File: src/rtl/core/sbus_frame_decoder_core_defines.svh
// Assertion macros shared by the sbus frame decoder core.
// Expects clk and rst_n in the scope where a macro is used.
`ifndef SBUS_FRAME_DECODER_CORE_DEFINES_SVH
`define SBUS_FRAME_DECODER_CORE_DEFINES_SVH

// Same-cycle implication, disabled during reset.
`define SFD_ASSERT_IMP(label, ante, cons) \
  label: assert property (@(posedge clk) disable iff (!rst_n) (ante) |-> (cons)) \
    else $error("sfd assertion failed in %m");

// Next-cycle implication, disabled during reset.
`define SFD_ASSERT_NXT(label, ante, cons) \
  label: assert property (@(posedge clk) disable iff (!rst_n) (ante) |=> (cons)) \
    else $error("sfd assertion failed in %m");

`endif

File: src/rtl/core/sfd_pkg.sv
// Package for the sbus frame decoder core: frame constants and the
// structs passed between the unpacker and the drain. No dependencies.
`timescale 1ns / 1ps

package sfd_pkg;

  localparam int BYTE_W     = 8;
  localparam int CHAN_W     = 11;
  localparam int NUM_CH     = 16;
  localparam int CH_IDX_W   = 4;
  localparam int FLAG_W     = 4;
  localparam int POS_W      = 5;
  localparam int DATA_BYTES = 22;
  localparam int FLAGS_POS  = 22;
  localparam int END_POS    = 23;

  localparam logic [BYTE_W-1:0] SYNC_BYTE = 8'h0F;

  // channel store write port
  typedef struct packed {
    logic                we;
    logic [CH_IDX_W-1:0] addr;
    logic [CHAN_W-1:0]   data;
  } sfd_wr_t;

  // frame completion notice from unpacker to drain
  typedef struct packed {
    logic              start;
    logic [FLAG_W-1:0] flags;
  } sfd_frame_t;

endpackage

File: src/rtl/core/sfd_if.sv
// Valid/ready channel interfaces of the sbus frame decoder core.
// Depends on sfd_pkg for field widths.
`timescale 1ns / 1ps

interface sfd_in_if;
  logic                        valid;
  logic                        ready;
  logic [sfd_pkg::BYTE_W-1:0]  rx_byte;

  modport source (output valid, output rx_byte, input ready);
  modport sink   (input valid, input rx_byte, output ready);
endinterface

interface sfd_out_if;
  logic                          valid;
  logic                          ready;
  logic [sfd_pkg::CH_IDX_W-1:0]  channel_index;
  logic [sfd_pkg::CHAN_W-1:0]    channel_value;
  logic                          digital_ch17;
  logic                          digital_ch18;
  logic                          frame_lost;
  logic                          failsafe;
  logic                          last;

  modport source (output valid, output channel_index, output channel_value,
                  output digital_ch17, output digital_ch18, output frame_lost,
                  output failsafe, output last, input ready);
  modport sink   (input valid, input channel_index, input channel_value,
                  input digital_ch17, input digital_ch18, input frame_lost,
                  input failsafe, input last, output ready);
endinterface

File: src/rtl/core/sfd_ram.sv
// Generic single-write, single-read RAM with registered read data.
// No dependencies.
`timescale 1ns / 1ps

module sfd_ram #(
  parameter int unsigned WIDTH = 8,
  parameter int unsigned DEPTH = 16,
  localparam int unsigned AW   = (DEPTH > 1) ? $clog2(DEPTH) : 1
) (
  input  logic             clk,
  input  logic             wr_en,
  input  logic [AW-1:0]    wr_addr,
  input  logic [WIDTH-1:0] wr_data,
  input  logic             rd_en,
  input  logic [AW-1:0]    rd_addr,
  output logic [WIDTH-1:0] rd_data
);

  logic [WIDTH-1:0] mem [DEPTH];
  logic [WIDTH-1:0] rd_data_r;

  always_ff @(posedge clk) begin
    if (wr_en) begin
      mem[wr_addr] <= wr_data;
    end
    if (rd_en) begin
      rd_data_r <= mem[rd_addr];
    end
  end

  assign rd_data = rd_data_r;

endmodule

File: src/rtl/core/sfd_unpack.sv
// Frame sync and bit-serial channel unpacker: hunts for the start byte,
// shifts data bytes one bit per cycle into 11-bit channel words.
// Depends on sfd_pkg, sfd_if and the assertion macro header.
`timescale 1ns / 1ps
`include "sbus_frame_decoder_core_defines.svh"

module sfd_unpack (
  input  logic                clk,
  input  logic                rst_n,
  sfd_in_if.sink              in_ch,
  input  logic                drain_busy,
  output sfd_pkg::sfd_wr_t    wr,
  output sfd_pkg::sfd_frame_t frame
);

  typedef enum logic [2:0] {
    S_HUNT  = 3'b001,
    S_RECV  = 3'b010,
    S_SHIFT = 3'b100
  } state_t;

  state_t                           state_r, state_nxt;
  logic [sfd_pkg::POS_W-1:0]        pos_r, pos_nxt;
  logic [sfd_pkg::BYTE_W-1:0]       byte_sr_r, byte_sr_nxt;
  logic [2:0]                       bit_cnt_r, bit_cnt_nxt;
  logic [sfd_pkg::CHAN_W-1:0]       chan_sr_r, chan_sr_nxt;
  logic [3:0]                       chan_bits_r, chan_bits_nxt;
  logic [sfd_pkg::CH_IDX_W-1:0]     chan_idx_r, chan_idx_nxt;
  logic [sfd_pkg::FLAG_W-1:0]       flags_r, flags_nxt;
  logic [sfd_pkg::CHAN_W-1:0]       shift_in;
  logic                             accept;
  logic                             wr_en;
  logic                             start_pulse;

  assign in_ch.ready = ((state_r == S_HUNT) || (state_r == S_RECV)) && !drain_busy;
  assign accept      = in_ch.valid && in_ch.ready;

  // LSB-first: next frame bit enters at the channel word's MSB
  assign shift_in = {byte_sr_r[0], chan_sr_r[sfd_pkg::CHAN_W-1:1]};

  always_comb begin
    state_nxt     = state_r;
    pos_nxt       = pos_r;
    byte_sr_nxt   = byte_sr_r;
    bit_cnt_nxt   = bit_cnt_r;
    chan_sr_nxt   = chan_sr_r;
    chan_bits_nxt = chan_bits_r;
    chan_idx_nxt  = chan_idx_r;
    flags_nxt     = flags_r;
    wr_en         = 1'b0;
    start_pulse   = 1'b0;
    unique case (state_r)
      S_HUNT: begin
        if (accept && (in_ch.rx_byte == sfd_pkg::SYNC_BYTE)) begin
          state_nxt     = S_RECV;
          pos_nxt       = '0;
          chan_bits_nxt = '0;
          chan_idx_nxt  = '0;
        end
      end
      S_RECV: begin
        if (accept) begin
          if (pos_r < sfd_pkg::POS_W'(sfd_pkg::DATA_BYTES)) begin
            byte_sr_nxt = in_ch.rx_byte;
            bit_cnt_nxt = '0;
            pos_nxt     = pos_r + 1'b1;
            state_nxt   = S_SHIFT;
          end else if (pos_r == sfd_pkg::POS_W'(sfd_pkg::FLAGS_POS)) begin
            flags_nxt = in_ch.rx_byte[sfd_pkg::BYTE_W-1 -: sfd_pkg::FLAG_W];
            pos_nxt   = pos_r + 1'b1;
          end else begin
            // end byte: value ignored, frame complete
            start_pulse = 1'b1;
            state_nxt   = S_HUNT;
          end
        end
      end
      S_SHIFT: begin
        chan_sr_nxt = shift_in;
        byte_sr_nxt = byte_sr_r >> 1;
        bit_cnt_nxt = bit_cnt_r + 1'b1;
        if (chan_bits_r == 4'(sfd_pkg::CHAN_W - 1)) begin
          wr_en         = 1'b1;
          chan_bits_nxt = '0;
          chan_idx_nxt  = chan_idx_r + 1'b1;
        end else begin
          chan_bits_nxt = chan_bits_r + 1'b1;
        end
        if (bit_cnt_r == 3'd7) begin
          state_nxt = S_RECV;
        end
      end
      default: begin
        state_nxt = S_HUNT;
      end
    endcase
  end

  always_ff @(posedge clk) begin
    if (!rst_n) begin
      state_r     <= S_HUNT;
      pos_r       <= '0;
      bit_cnt_r   <= '0;
      chan_bits_r <= '0;
      chan_idx_r  <= '0;
      flags_r     <= '0;
    end else begin
      state_r     <= state_nxt;
      pos_r       <= pos_nxt;
      bit_cnt_r   <= bit_cnt_nxt;
      chan_bits_r <= chan_bits_nxt;
      chan_idx_r  <= chan_idx_nxt;
      flags_r     <= flags_nxt;
    end
  end

  always_ff @(posedge clk) begin
    byte_sr_r <= byte_sr_nxt;
    chan_sr_r <= chan_sr_nxt;
  end

  assign wr.we       = wr_en;
  assign wr.addr     = chan_idx_r;
  assign wr.data     = shift_in;
  assign frame.start = start_pulse;
  assign frame.flags = flags_r;

  // 22 bytes hold exactly 16 channels: the end byte finds the packer empty
  `SFD_ASSERT_IMP(a_frame_aligned,
                  accept && (state_r == S_RECV) &&
                  (pos_r == sfd_pkg::POS_W'(sfd_pkg::END_POS)),
                  (chan_idx_r == 4'd0) && (chan_bits_r == 4'd0))
  // store is never written while the previous frame is still being read
  `SFD_ASSERT_IMP(a_no_write_during_drain, wr_en, !drain_busy)

endmodule

File: src/rtl/core/sfd_drain.sv
// Channel store and result drain: reads the sixteen stored channels one
// per cycle unless the output stalls; the store's read register is the
// output register. Depends on sfd_pkg, sfd_if, sfd_ram, assertion macros.
`timescale 1ns / 1ps
`include "sbus_frame_decoder_core_defines.svh"

module sfd_drain (
  input  logic                clk,
  input  logic                rst_n,
  input  sfd_pkg::sfd_wr_t    wr,
  input  sfd_pkg::sfd_frame_t frame,
  output logic                busy,
  sfd_out_if.source           out_ch
);

  logic                          busy_r;
  logic [sfd_pkg::CH_IDX_W-1:0]  rd_cnt_r;
  logic                          valid_r;
  logic [sfd_pkg::CH_IDX_W-1:0]  idx_r;
  logic                          last_r;
  logic [sfd_pkg::FLAG_W-1:0]    frame_flags_r;
  logic [sfd_pkg::FLAG_W-1:0]    out_flags_r;
  logic [sfd_pkg::CHAN_W-1:0]    rd_data;
  logic                          issue;
  logic                          final_rd;

  // read the next channel when the output slot is empty or being taken
  assign issue    = busy_r && (!valid_r || out_ch.ready);
  assign final_rd = (rd_cnt_r == sfd_pkg::CH_IDX_W'(sfd_pkg::NUM_CH - 1));

  sfd_ram #(
    .WIDTH (sfd_pkg::CHAN_W),
    .DEPTH (sfd_pkg::NUM_CH)
  ) u_store (
    .clk     (clk),
    .wr_en   (wr.we),
    .wr_addr (wr.addr),
    .wr_data (wr.data),
    .rd_en   (issue),
    .rd_addr (rd_cnt_r),
    .rd_data (rd_data)
  );

  always_ff @(posedge clk) begin
    if (!rst_n) begin
      busy_r   <= 1'b0;
      rd_cnt_r <= '0;
      valid_r  <= 1'b0;
    end else begin
      if (frame.start) begin
        busy_r   <= 1'b1;
        rd_cnt_r <= '0;
      end else if (issue) begin
        rd_cnt_r <= rd_cnt_r + 1'b1;
        if (final_rd) begin
          busy_r <= 1'b0;
        end
      end
      if (issue) begin
        valid_r <= 1'b1;
      end else if (out_ch.ready) begin
        valid_r <= 1'b0;
      end
    end
  end

  always_ff @(posedge clk) begin
    if (frame.start) begin
      frame_flags_r <= frame.flags;
    end
    if (issue) begin
      idx_r       <= rd_cnt_r;
      last_r      <= final_rd;
      out_flags_r <= frame_flags_r;
    end
  end

  assign busy                 = busy_r;
  assign out_ch.valid         = valid_r;
  assign out_ch.channel_index = idx_r;
  assign out_ch.channel_value = rd_data;
  assign out_ch.digital_ch17  = out_flags_r[3];
  assign out_ch.digital_ch18  = out_flags_r[2];
  assign out_ch.frame_lost    = out_flags_r[1];
  assign out_ch.failsafe      = out_flags_r[0];
  assign out_ch.last          = last_r;

  `SFD_ASSERT_IMP(a_start_when_idle, frame.start, !busy_r)
  `SFD_ASSERT_IMP(a_index_in_order, issue && valid_r, rd_cnt_r == idx_r + 4'd1)
  // the final read of a frame releases the input
  `SFD_ASSERT_NXT(a_last_ends_drain, issue && final_rd, !busy_r)

endmodule

File: src/rtl/core/sbus_frame_decoder_core.sv
// SBUS frame decoder top level: receives one serial byte per input item and
// emits sixteen channel results per complete frame. The byte stream is
// synchronized on the start byte 0x0F; the following 22 data bytes are
// unpacked bit-serially, one bit per clock, into sixteen 11-bit channels
// (LSB first), byte 23 supplies the four flags (ch17, ch18, frame lost,
// failsafe) and byte 24 closes the frame without any check. While hunting,
// bytes other than the start byte are dropped; inside a frame a start byte
// is simply data. A data byte is accepted and then shifted through the
// bit-serial packer before the next byte is taken; hunting, flags and end
// bytes are handled on acceptance. The end byte starts a drain of the
// 16-entry channel store, one result per cycle when the consumer is ready,
// last set on channel 15; the store's single read port sets that rate. New
// bytes are held off until all sixteen reads have been issued, so the final
// result may still sit in the output register while the next frame begins.
// Depends on sfd_pkg, sfd_if, sfd_ram, sfd_unpack and sfd_drain.
`timescale 1ns / 1ps

module sbus_frame_decoder_core (
  input  logic       clk,
  input  logic       rst_n,
  sfd_in_if.sink     in_ch,
  sfd_out_if.source  out_ch
);

  // channel store write port, unpacker to drain
  sfd_pkg::sfd_wr_t    wr;
  // end-of-frame notice carrying the latched flags
  sfd_pkg::sfd_frame_t frame;
  // drain still has channels to read: input is held off
  logic                drain_busy;

  sfd_unpack u_unpack (
    .clk        (clk),
    .rst_n      (rst_n),
    .in_ch      (in_ch),
    .drain_busy (drain_busy),
    .wr         (wr),
    .frame      (frame)
  );

  sfd_drain u_drain (
    .clk    (clk),
    .rst_n  (rst_n),
    .wr     (wr),
    .frame  (frame),
    .busy   (drain_busy),
    .out_ch (out_ch)
  );

endmodule
File: src/flat_wrapper.sv
// flat-port wrapper written by rule: the top's interface ports become plain ports
module sbus_frame_decoder_core_flat 
  (clk, rst_n, in_ch_valid, in_ch_rx_byte, in_ch_ready, out_ch_valid, out_ch_channel_index, out_ch_channel_value, out_ch_digital_ch17, out_ch_digital_ch18, out_ch_frame_lost, out_ch_failsafe, out_ch_last, out_ch_ready);
  sfd_in_if in_ch_i ();
  sfd_out_if out_ch_i ();
  input  logic clk;
  input  logic rst_n;
  input wire logic [$bits(in_ch_i.valid)-1:0] in_ch_valid;
  input wire logic [$bits(in_ch_i.rx_byte)-1:0] in_ch_rx_byte;
  output wire logic [$bits(in_ch_i.ready)-1:0] in_ch_ready;
  output wire logic [$bits(out_ch_i.valid)-1:0] out_ch_valid;
  output wire logic [$bits(out_ch_i.channel_index)-1:0] out_ch_channel_index;
  output wire logic [$bits(out_ch_i.channel_value)-1:0] out_ch_channel_value;
  output wire logic [$bits(out_ch_i.digital_ch17)-1:0] out_ch_digital_ch17;
  output wire logic [$bits(out_ch_i.digital_ch18)-1:0] out_ch_digital_ch18;
  output wire logic [$bits(out_ch_i.frame_lost)-1:0] out_ch_frame_lost;
  output wire logic [$bits(out_ch_i.failsafe)-1:0] out_ch_failsafe;
  output wire logic [$bits(out_ch_i.last)-1:0] out_ch_last;
  input wire logic [$bits(out_ch_i.ready)-1:0] out_ch_ready;
  assign in_ch_i.valid = in_ch_valid;
  assign in_ch_i.rx_byte = in_ch_rx_byte;
  assign in_ch_ready = in_ch_i.ready;
  assign out_ch_valid = out_ch_i.valid;
  assign out_ch_channel_index = out_ch_i.channel_index;
  assign out_ch_channel_value = out_ch_i.channel_value;
  assign out_ch_digital_ch17 = out_ch_i.digital_ch17;
  assign out_ch_digital_ch18 = out_ch_i.digital_ch18;
  assign out_ch_frame_lost = out_ch_i.frame_lost;
  assign out_ch_failsafe = out_ch_i.failsafe;
  assign out_ch_last = out_ch_i.last;
  assign out_ch_i.ready = out_ch_ready;
  sbus_frame_decoder_core u_core (.clk(clk), .rst_n(rst_n), .in_ch(in_ch_i), .out_ch(out_ch_i));
endmodule
File: config.mk
export PLATFORM = sky130hd
export DESIGN_NAME = sbus_frame_decoder_core_flat
export DESIGN_NICKNAME = d
export VERILOG_FILES = /design/src/rtl/core/sfd_pkg.sv /design/src/rtl/core/sfd_if.sv /design/src/rtl/core/sfd_ram.sv /design/src/rtl/core/sfd_unpack.sv /design/src/rtl/core/sfd_drain.sv /design/src/rtl/core/sbus_frame_decoder_core.sv /design/src/flat_wrapper.sv
export VERILOG_INCLUDE_DIRS = /design/src /design/src/rtl/core
export SDC_FILE = /design/constraint.sdc
export NUM_CORES = 1
export LEC_CHECK = 0
export BUFFER_PORTS_ARGS = -buffer_cell sky130_fd_sc_hd__buf_2
export CAP_MARGIN = 15
export CORE_MARGIN = 2
export CORE_UTILIZATION = 45
export CTS_BUF_LIST = sky130_fd_sc_hd__clkbuf_16
export CTS_CLUSTER_SIZE = 10
export DETAILED_ROUTE_END_ITERATION = 6
export GPL_ROUTABILITY_DRIVEN = 1
export HOLD_SLACK_MARGIN = 0.12
export MAX_ROUTING_LAYER = met4
export PLACE_DENSITY = 0.64
export SLEW_MARGIN = 20
export SYNTH_ARGS = -nofsm -noshare
export SYNTH_HDL_FRONTEND = slang
export SYNTH_SLANG_ARGS = --single-unit
export TNS_END_PERCENT = 10
File: constraint.sdc
create_clock -name clk -period 6.7 [get_ports clk]
set_input_delay 1.34 -clock clk [delete_from_list [all_inputs] [get_ports clk]]
set_output_delay 1.34 -clock clk [all_outputs]
set_load 0.05 [all_outputs]
==> reports/results.txt, run 1 <==
clk_lat worst skew: 0.53 ns
Core Rows: 53
post-synthesis register bit count: 247
number of nets with antenna violations after routing: 0
Cell Count, Final, Fillers Out: 845
Final Hold Slack: 0.418 ns
CTS root buf: clkbuf_16
die area: 22500 sq um
Fin. Hold Viols: 0
fill count: 1691
fin crit period: 3.31 ns
Die Wd: 150 um
DIE HEIGHT: 150 um
Slew Viols, Final: 0
CTS buffer count: 28
run status: complete, no violations
CP Class: flop to flop
predominant post-synthesis flop cell: edfxtp_1
EDFF count, synth: 218
Syn Nets: 540
Layout area overhead: 12.6%
layout cells sized above 1: 23.5%
Post-CTS Hold Buffers: 0
Async S/R FF share, synth: 0%
initial antenna violation count: 0
Achievable Freq: 0.302 GHz
CTS max path bufs: 3
worst vdd ir: 0.158 mV
final instance area: 10800 sq um
first-pass GRT wire length: 28200 um
cell count after synthesis: 517
Post-CTS Setup Inserts: 0
Cell Pwr Density: 275 nW/um^2
Finish-stage setup viols: 0
ANT cells: 0
mapped cell area: 9580 sq um
Slew @ Worst Pin: 1.08 ns
routability cong.: 0.881
Max H-tree Level: 1
Post-route DRC: 0
hpwl dp: 12000 um
CTS tree: built
Pleak: 3.56 nW
CP max FO: 26
Synthesis Warnings: 0
GRT overflow: 0
clk sinks: 247
Vias: 4695
unrepaired setup endpoints after global routing: false
HP Class: flop to flop
clock-pin transition on the worst setup and hold timing paths: 0.05 ns
vias per cell: 5.56
largest net degree at the start of global routing: 49
nets: 581
PortBufs: 33
gr usage total: 17.5%
vias in the first global route: 4621
Worst Path Required: 6.83 ns
utilization after layout: 51.5%
DP Cell Count: 803
Top-Level Pins: 34
total core area: 21000 sq um
relative slew slack: 27.9%
Crit path arrival time: 3.44 ns
First-pass DRT Iterations: 5
crit share post-route: 49.3%
DP Area: 10000 sq um
WL final: 18900 um
Setup Skew: 0.0208 ns
Post-Syn Area per Cell: 18.5 sq um
Yosys cell types: 46
Critical Path End Type: flop
Max Cap Viol: 0
routed len/inst: 22.3 um
post-CTS sizing: 0
final setup TNS: 0 ns
sequential area share after synthesis: 74.4%
DRT iter0 DRCs: 473
initial core utilization: 45.7%
Worst setup SP type: flop
registers in the layout, summed over array words and instances (netlist names), 5 cells and up:
name                            flops
u_core.u_drain.u_store.mem        176
u_core.u_drain.u_store.rd_data     11
u_core.u_unpack.chan_sr_r          10
u_core.u_unpack.byte_sr_r           8
u_core.u_unpack.pos_r               5
per-layer routing:
layer  track usage (%)  wire (um)  vias to the layer above
met5                 -          0                        -
met4              4.81        352                        0
met3              3.11       1120                       32
met2              28.3       9440                      150
met1              23.2       7960                     2391
li1                  -          -                     2122
placed cells by master (no fill, tap or decap), types with 11 or more instances in the layout:
cell type  instances
ha_1              11
inv_1             20
edfxtp_1         218
nor2_1            32
a21oi_1           13
clkbuf_16         29
mux4_2            55
nand2_1           41
dfxtp_1           27
buf_2             33
critical path, cell delays in order, from the launching register on:
cell	delay, ns
dfxtp_1	0.48
and2b_1	0.19
nand2b_1	0.28
inv_2	0.46
and2_1	0.40
nand2_1	0.22
nor2_1	0.87
power by group:
group | switching (W) | total (W) | internal (W)
combinational | 0.00000846 | 0.0000128 | 0.00000437
clock | 0.000540 | 0.00130 | 0.000761
sequential | 0.0000000315 | 0.00165 | 0.00165
worst paths after layout:
| check | start | endpoint | slack, ns | cells past startpoint |
|---|---|---|---|---|
| max | u_core.u_unpack.state_r[2] | u_core.u_drain.u_store.mem[12][7] | 3.39 | 6 |
| max reg2reg | u_core.u_unpack.state_r[2] | u_core.u_drain.u_store.mem[12][7] | 3.39 | 6 |
| min | u_core.u_drain.frame_flags_r[0] | u_core.u_drain.out_flags_r[0] | 0.42 | 0 |
| min reg2reg | u_core.u_drain.frame_flags_r[0] | u_core.u_drain.out_flags_r[0] | 0.42 | 0 |
Yosys cell counts (2+ instances only):
master      n  share of area (%)
a211oi_1    4               0.31
a21o_1      3               0.24
a21oi_1    13               0.68
a22oi_1     2               0.16
a31oi_1     3               0.20
and3b_1     2               0.18
buf_1       5               0.20
buf_2       4               0.21
buf_4       2               0.16
buf_6       4               0.47
clkbuf_1    9               0.35
dfxtp_1    29                6.1
edfxtp_1  218                 68
ha_1       11                1.4
inv_1       8               0.31
mux2i_1     6               0.63
mux4_2     55                 13
nand2_1    41                1.6
nand2b_1    6               0.39
nand3_1     5               0.26
nand4_1     3               0.20
nor2_1     36                1.4
nor2b_1     5               0.33
nor3_1     10               0.52
nor3b_1     2               0.16
o211ai_1    2               0.16
o21ai_0     5               0.26
or3_1       3               0.20
or4_1       2               0.16
xnor2_1     2               0.18
xor2_1      2               0.18
cells by family after synthesis:
kind of cell	count (synthesis)	share of synthesized area, %
buffers and inverters	33	1.74
flip-flops	247	74.4
AO/OA/AOI/OAI	37	2.42
multiplexers	61	13.6
XOR/XNOR	4	0.366
AND/OR/NAND/NOR	124	6.11
adder cells (fa/ha/maj)	11	1.44
per-stage QoR:
stage / worst slack, ns / power (W)
2_1_floorplan: 3.57 / 0.00169
3_3_place_gp: 3.41 / 0.00170
3_5_place_dp: 3.31 / 0.00170
4_1_cts: 3.27 / 0.00299
5_1_grt: 3.08 / 0.00305
6_report: 3.39 / 0.00296
area by class of cell:
cell class              instances  area (sq um)  share of cell area, %
inverters                       9          33.8                  0.313
well taps                     275           344                   3.19
flip-flops and latches        247          7130                   66.1
clock inverters                13          48.8                  0.452
repair buffers                 35           180                   1.67
clock buffers                  29           726                   6.73
multi-input cells             237          2320                   21.5
Note: power is estimated with default switching activity, not from simulation.
==> run 2: changes to the inputs <==
==> constraint.sdc (replaced) <==
create_clock -name clk -period 3.2 [get_ports clk]
set_input_delay 0.64 -clock clk [delete_from_list [all_inputs] [get_ports clk]]
set_output_delay 0.64 -clock clk [all_outputs]
set_load 0.05 [all_outputs]
==> run 2 against run 1 <==
  * Clock power increased by 110%
  * Sequential cell count unchanged
  * Die area unchanged
  * Sequential share of layout area decreased by 1.1 points
  * Clock skew fell by 0.012 ns
  * Design area grew 1.7%
  * Via count rose by 2.3%
  * Critical path type unchanged
==> reports/results.txt, run 2 (synthesis gave the netlist of run 1 again) <==
Max Cap Viol: 0 (unchanged)
clock-pin transition on the worst setup and hold timing paths: 0.06 ns (about the same)
die area: 22500 sq um (unchanged)
max reg flops: 176 (unchanged)
Max H-tree Level: 1 (unchanged)
CTS tree: built
Achievable Freq: 0.420 GHz (+39%)
Post-CTS Hold Buffers: 0 (unchanged)
vias in the first global route: 4919 (+6.4%)
first-pass GRT wire length: 28700 um (+1.8%)
dpl ws: 0.900 ns (-2.41 ns)
Slew Viols, Final: 0 (unchanged)
RR Endpoint: u_core.u_drain.u_store.mem[9][1]
Post-CTS Setup Inserts: 0 (unchanged)
Biggest register: u_core.u_drain.u_store.mem
Slew @ Worst Pin: 0.878 ns (-0.199 ns)
final setup TNS: 0 ns (unchanged)
hold path depth: 3 (+3)
post-CTS sizing: 0 (unchanged)
ANT cells: 0 (unchanged)
Critical Path End Type: flop
flop2flop setup slack: 0.82 ns (-2.57 ns)
Vias: 4803 (+2.3%)
Worst setup SP type: flop
Finish-stage setup viols: 0 (unchanged)
routed len/inst: 21.6 um (-3.2%)
PortBufs: 33 (unchanged)
Post-route DRC: 0 (unchanged)
Pleak: 3.69 nW (+3.7%)
run status: complete, no violations
DRT iter0 DRCs: 461 (-2.5%)
CP max FO: 13 (-50%)
layout cells sized above 1: 25.8% (+2.3 points)
Setup Skew: 0.00893 ns (-0.0118 ns)
most common cell after layout, fill and taps aside: edfxtp_1
CTS buffer count: 28 (unchanged)
Hold Startpoint: in_ch_rx_byte[0]
relative slew slack: 41.4% (+13 points)
Worst Path Required: 3.39 ns (-3.44 ns)
vias per cell: 5.53 (-0.41%)
WL final: 18800 um (-0.58%)
CTS max path bufs: 3 (unchanged)
Fin. Hold Viols: 0 (unchanged)
largest net degree at the start of global routing: 35 (-29%)
HP Class: primary input to flop
Cell Pwr Density: 564 nW/um^2 (+110%)
Die Wd: 150 um (unchanged)
end of the worst hold path: u_core.u_unpack.byte_sr_r[0]
fin crit period: 2.38 ns (-0.925 ns)
number of nets with antenna violations after routing: 0 (unchanged)
crit share post-route: 74.4% (+25 points)
Crit path arrival time: 2.57 ns (-0.87 ns)
total core area: 21000 sq um (unchanged)
Core Rows: 53 (unchanged)
clk_lat worst skew: 0.52 ns (about the same)
Top-Level Pins: 34 (unchanged)
clk sinks: 247 (unchanged)
nets: 604 (+4.0%)
fin worst setup slack: 0.819 ns (-2.57 ns)
DIE HEIGHT: 150 um (unchanged)
unrepaired setup endpoints after global routing: false
initial antenna violation count: 0 (unchanged)
CTS root buf: clkbuf_16
most frequent cells in the layout: edfxtp_1, mux4_2, nand2_1
reg2reg path depth: 7 (+1)
reg2reg start: u_core.u_unpack.state_r[2]
hpwl dp: 11500 um (-3.4%)
GRT overflow: 0 (unchanged)
First-pass DRT Iterations: 5 (unchanged)
worst vdd ir: 0.312 mV (+98%)
routability cong.: 0.814 (-7.6%)
initial core utilization: 45.7% (unchanged)
CP Class: flop to flop
gr usage total: 17.7% (+0.16 points)
Layout area overhead: 14.5%
run 2: final cells by class:
cell class,count,area (sq um)
clock buffers,29,726
well taps,275,344
clock inverters,13,48.8
repair buffers,58,378
flip-flops and latches,247,7130
inverters,9,33.8
fillers,1703,9980
multi-input cells,237,2310
run 2: metal layers:
layer / wire [um] / global-route usage [%] / vias up / share of wire, %
li1: - / - / 2162 / -
met2: 9220 / 28.1 / 161 / 49
met5: 0 / - / - / 0
met1: 8060 / 24.1 / 2449 / 43
met3: 1050 / 2.41 / 31 / 5.6
met4: 433 / 5.24 / 0 / 2.3
run 2: power breakdown:
group	total, W	internal [W]	switching, W
clock network	0.00271	0.00159	0.00111
registers	0.00346	0.00346	0.0000000633
logic	0.0000271	0.00000916	0.0000179
total	0.00619	0.00506	0.00113
run 2: worst max-delay path by stage:
stage,from,to,slack (ns),cells past startpoint
6_report,u_core.u_unpack.state_r[2],u_core.u_drain.u_store.mem[9][1],0.82,7
3_5_place_dp,u_core.u_unpack.state_r[2],u_core.u_drain.u_store.mem[4][4],0.90,7
2_1_floorplan,u_core.u_unpack.state_r[0],in_ch_ready,0.77,3
3_3_place_gp,in_ch_rx_byte[7],u_core.u_unpack.pos_r[1],0.91,6
4_1_cts,u_core.u_unpack.state_r[1],in_ch_ready,0.83,3
5_1_grt,u_core.u_unpack.state_r[2],u_core.u_drain.u_store.mem[4][9],0.67,7
run 2: stage by stage:
| stage | hold slack, ns | power (W) | instances | area [sq um] | util [%] |
|---|---|---|---|---|---|
| after floorplan | 0.400 | 0.00354 | 517 | 9580 | - |
| after global placement | 0.402 | 0.00355 | 826 | 10200 | 48.7 |
| after detailed placement | 0.410 | 0.00355 | 826 | 10200 | 48.7 |
| after CTS | 0.393 | 0.00624 | 868 | 11000 | 52.4 |
| after global routing | 0.412 | 0.00636 | 868 | 11000 | 52.4 |
| final | 0.413 | 0.00619 | 868 | 11000 | 52.4 |
run 2: critical path, stage by stage (launching register included):
cell and delay [ns]:
dfxtp_1 0.48, and2b_1 0.19, nand2b_1 0.30, inv_2 0.13, and2_1 0.30, nand2_1 0.20
nor2_1 0.15, buf_4 0.28
==> run 3: changes to the inputs <==
--- a/config.mk
+++ b/config.mk
@@ -6,6 +6,7 @@
 export SDC_FILE = /design/constraint.sdc
 export NUM_CORES = 1
 export LEC_CHECK = 0
+export ABC_AREA = 1
 export BUFFER_PORTS_ARGS = -buffer_cell sky130_fd_sc_hd__buf_2
 export CAP_MARGIN = 15
 export CORE_MARGIN = 2
@@ -16,7 +17,7 @@
 export GPL_ROUTABILITY_DRIVEN = 1
 export HOLD_SLACK_MARGIN = 0.12
 export MAX_ROUTING_LAYER = met4
-export PLACE_DENSITY = 0.64
+export PLACE_DENSITY = 0.66
 export SLEW_MARGIN = 20
 export SYNTH_ARGS = -nofsm -noshare
 export SYNTH_HDL_FRONTEND = slang
==> constraint.sdc (replaced) <==
create_clock -name clk -period 2.1 [get_ports clk]
set_input_delay 0.42 -clock clk [delete_from_list [all_inputs] [get_ports clk]]
set_output_delay 0.42 -clock clk [all_outputs]
set_load 0.05 [all_outputs]
==> run 3 against run 2 <==
  * Power increased by 66%
  * Sequential share of layout area shrank 2.8 points
  * Non-clock buffer count grew 15
  * Register-to-register slack lost 0.59 ns
  * Design area increased by 4.6%
  * Global-route usage up 2.3 points
  * Critical path depth shrank 1
  * Critical endpoint is now in_ch_ready
  * Largest cell class unchanged
==> reports/results.txt, run 3 <==
Fin. Hold Viols: 0 (unchanged)
largest net degree at the start of global routing: 54 (+54%)
final setup TNS: 0 ns (unchanged)
Post-CTS Hold Buffers: 0 (unchanged)
Worst setup SP type: flop
most common cell after layout, fill and taps aside: edfxtp_1
Biggest register: u_core.u_drain.u_store.mem
crit path launch: u_core.u_unpack.state_r[0]
mapped cell area: 9940 sq um (+3.8%)
CTS buffer count: 29 (+3.6%)
CTS tree: built
Tot Pwr: 0.0103 W (+66%)
post-synth top area cell: edfxtp_1
Vias: 6383 (+33%)
flop2flop setup slack: 0.23 ns (-0.59 ns)
clk_lat worst skew: 0.56 ns (+0.04 ns)
PortBufs: 33 (unchanged)
unrepaired setup endpoints after global routing: false
Post-Syn Area per Cell: 12.2 sq um (-34%)
Async S/R FF share, synth: 0% (unchanged)
clock share of power: 41.5% (-2.2 points)
CP max FO: 7 (-6)
Syn Nets: 838 (+55%)
layout cells sized above 1: 15.3% (-11 points)
hold path depth: 3 (unchanged)
fill count: 1872 (+9.9%)
predominant post-synthesis flop cell: edfxtp_1
Sw Ratio: 22.4% (+4.1 points)
Max Cap Viol: 0 (unchanged)
Combinational Power Share: 6.2% (+5.8 points)
most frequent cells in the layout: edfxtp_1, nor2_1, nand2_1
Synth area leaders: edfxtp_1, nor2_1, dfxtp_1, o21ai_0, nand2_1
routed len/inst: 19.3 um (-11%)
GRT overflow: 0 (unchanged)
worst vdd ir: 0.659 mV (+110%)
CP Class: flop to output pin
synth cell count leaders: edfxtp_1, nor2_1, nand2_1, o21ai_0
number of nets with antenna violations after routing: 0 (unchanged)
vias in the first global route: 6228 (+27%)
RR Endpoint: u_core.u_drain.u_store.rd_data[5]
Top-Level Pins: 34 (unchanged)
Core Rows: 54 (+1.9%)
CTS max path bufs: 3 (unchanged)
vias per cell: 5.45 (-1.5%)
Achievable Freq: 0.504 GHz
CTS root buf: clkbuf_16
clk sinks: 247 (unchanged)
Layout area overhead: 15.4%
NetSw: 0.00230 W (+100%)
max reg flops: 176 (unchanged)
Synthesis Warnings: 0 (unchanged)
die area: 23300 sq um (+3.7%)
Finish-stage setup viols: 0 (unchanged)
routability cong.: 0.842 (+3.4%)
end of the worst hold path: u_core.u_unpack.byte_sr_r[3]
reg2reg start: u_core.u_drain.rd_cnt_r[0]
initial core utilization: 45.7% (about the same)
sequential area share after synthesis: 71.7% (-2.7 points)
sequential power share: 52.3% (-3.5 points)
Pleak: 4.05 nW (+9.7%)
hpwl dp: 14600 um (+26%)
reg2reg path depth: 6 (-1)
EDFF count, synth: 218 (unchanged)
cell count after synthesis: 815 (+58%)
WL final: 22600 um (+21%)
First-pass DRT Iterations: 5 (unchanged)
Hold Startpoint: in_ch_rx_byte[3]
top-count cell post-synth: edfxtp_1
first-pass GRT wire length: 35300 um (+23%)
Worst Path Required: 1.68 ns (-1.71 ns)
crit share post-route: 94.4%
HP Class: primary input to flop
run status: complete, no violations
Setup Skew: 0.0308 ns (+0.0219 ns)
Internal: 0.00797 W (+58%)
Yosys cell types: 35 (-24%)
relative slew slack: 44.6% (+3.2 points)
ANT cells: 0 (unchanged)
Die Wd: 153 um (+1.8%)
Cell Pwr Density: 896 nW/um^2 (+59%)
Slew @ Worst Pin: 0.831 ns (-0.0467 ns)
DIE HEIGHT: 153 um (+1.8%)
Max H-tree Level: 1 (unchanged)
clock-pin transition on the worst setup and hold timing paths: 0.06 ns (about the same)
total core area: 21800 sq um (+3.8%)
initial antenna violation count: 0 (unchanged)
gr usage total: 20.0% (+2.3 points)
Post-route DRC: 0 (unchanged)
post-synthesis register bit count: 247 (unchanged)
Critical Path End Type: output pin
Crit path arrival time: 1.56 ns (-1.01 ns)
nets: 904 (+50%)
fin crit period: 1.98 ns
DRT iter0 DRCs: 579 (+26%)
Slew Viols, Final: 0 (unchanged)
area share of the leading cell type in the synthesized netlist: 65.8% (-2.5 points)
-- run 3: cell types whose count changed in the layout (fill, tap and decap cells not counted), moves of 11 or more --
cell      change
mux4_2       -55
o32ai_1      +22
o211ai_1     +20
nand2_1      +48
buf_4        +11
o21ai_0      +71
inv_1        +17
nand3_1      +22
nor2_1      +153
-- run 3: how the worst max path moves through the flow --
| stage | depth (start not counted) | slack, ns | to |
|---|---|---|---|
| 4_1_cts | 6 | 0.04 | in_ch_ready |
| 2_1_floorplan | 8 | 0.11 | u_core.u_drain.u_store.mem[12][0] |
| 3_3_place_gp | 9 | 0.25 | u_core.u_drain.u_store.mem[9][5] |
| 6_report | 6 | 0.12 | in_ch_ready |
| 3_5_place_dp | 9 | 0.26 | u_core.u_drain.u_store.mem[2][3] |
| 5_1_grt | 6 | 0.02 | in_ch_ready |
-- run 3: worst max-delay path, cell delays in order, from the launching register on --
cell and delay (ns):
dfxtp_1 0.35, inv_2 0.08, nand3_4 0.13, nand2_4 0.13, inv_2 0.07, nor2_4 0.10
buf_6 0.17
-- run 3: per-layer routing --
layer,up-vias,share of wire (%),track usage [%]
li1,3030,-,-
met1,3077,42,26.7
met2,228,48,31.0
met3,48,6.9,3.44
met4,0,3.4,7.50
met5,-,0,-
-- run 3: power by group through the flow --
stage / sequential, W / combinational (W) / clock (W)
4_1_cts: 0.00538 / 0.000622 / 0.00436
2_1_floorplan: 0.00546 / 0.000496 / 0
6_report: 0.00538 / 0.000636 / 0.00426
3_5_place_dp: 0.00548 / 0.000610 / 0
5_1_grt: 0.00538 / 0.000723 / 0.00455
3_3_place_gp: 0.00548 / 0.000604 / 0
-- run 3: cell type report --
type	instances	area (sq um)	share of cell area [%]
Clock buffer	29	726	6.32
Clock inverter	12	66.3	0.578
Inverter	35	131	1.15
Multi-Input combinational cell	495	2520	22.0
Sequential cell	247	7130	62.1
Tap cell	280	350	3.05
Timing Repair Buffer	73	547	4.77
-- run 3: logic make-up after synthesis --
group	after synthesis	synth area share [%]
AND/OR/NAND/NOR	334	14.6
adder cells (fa/ha/maj)	11	1.38
flip-flops	247	71.7
XOR/XNOR	5	0.440
AO/OA/AOI/OAI	145	8.88
buffers and inverters	73	3.04
-- run 3: repair_timing --
action,CTS,global route
setup buffers,0,0
resized for setup,3,2
endpoints found under the hold margin,0,0
endpoints found under the setup margin,1,1
-- run 3: stage by stage --
| stage | instances | hold WS (ns) | utilization [%] | area (sq um) | setup WS, ns |
|---|---|---|---|---|---|
| after floorplan | 815 | 0.400 | - | 9950 | 0.110 |
| after global placement | 1130 | 0.402 | 49.0 | 10700 | 0.255 |
| after detailed placement | 1130 | 0.405 | 49.0 | 10700 | 0.262 |
| after CTS | 1171 | 0.153 | 52.7 | 11500 | 0.0357 |
| after global routing | 1171 | 0.173 | 52.7 | 11500 | 0.0241 |
| final | 1171 | 0.171 | 52.7 | 11500 | 0.117 |
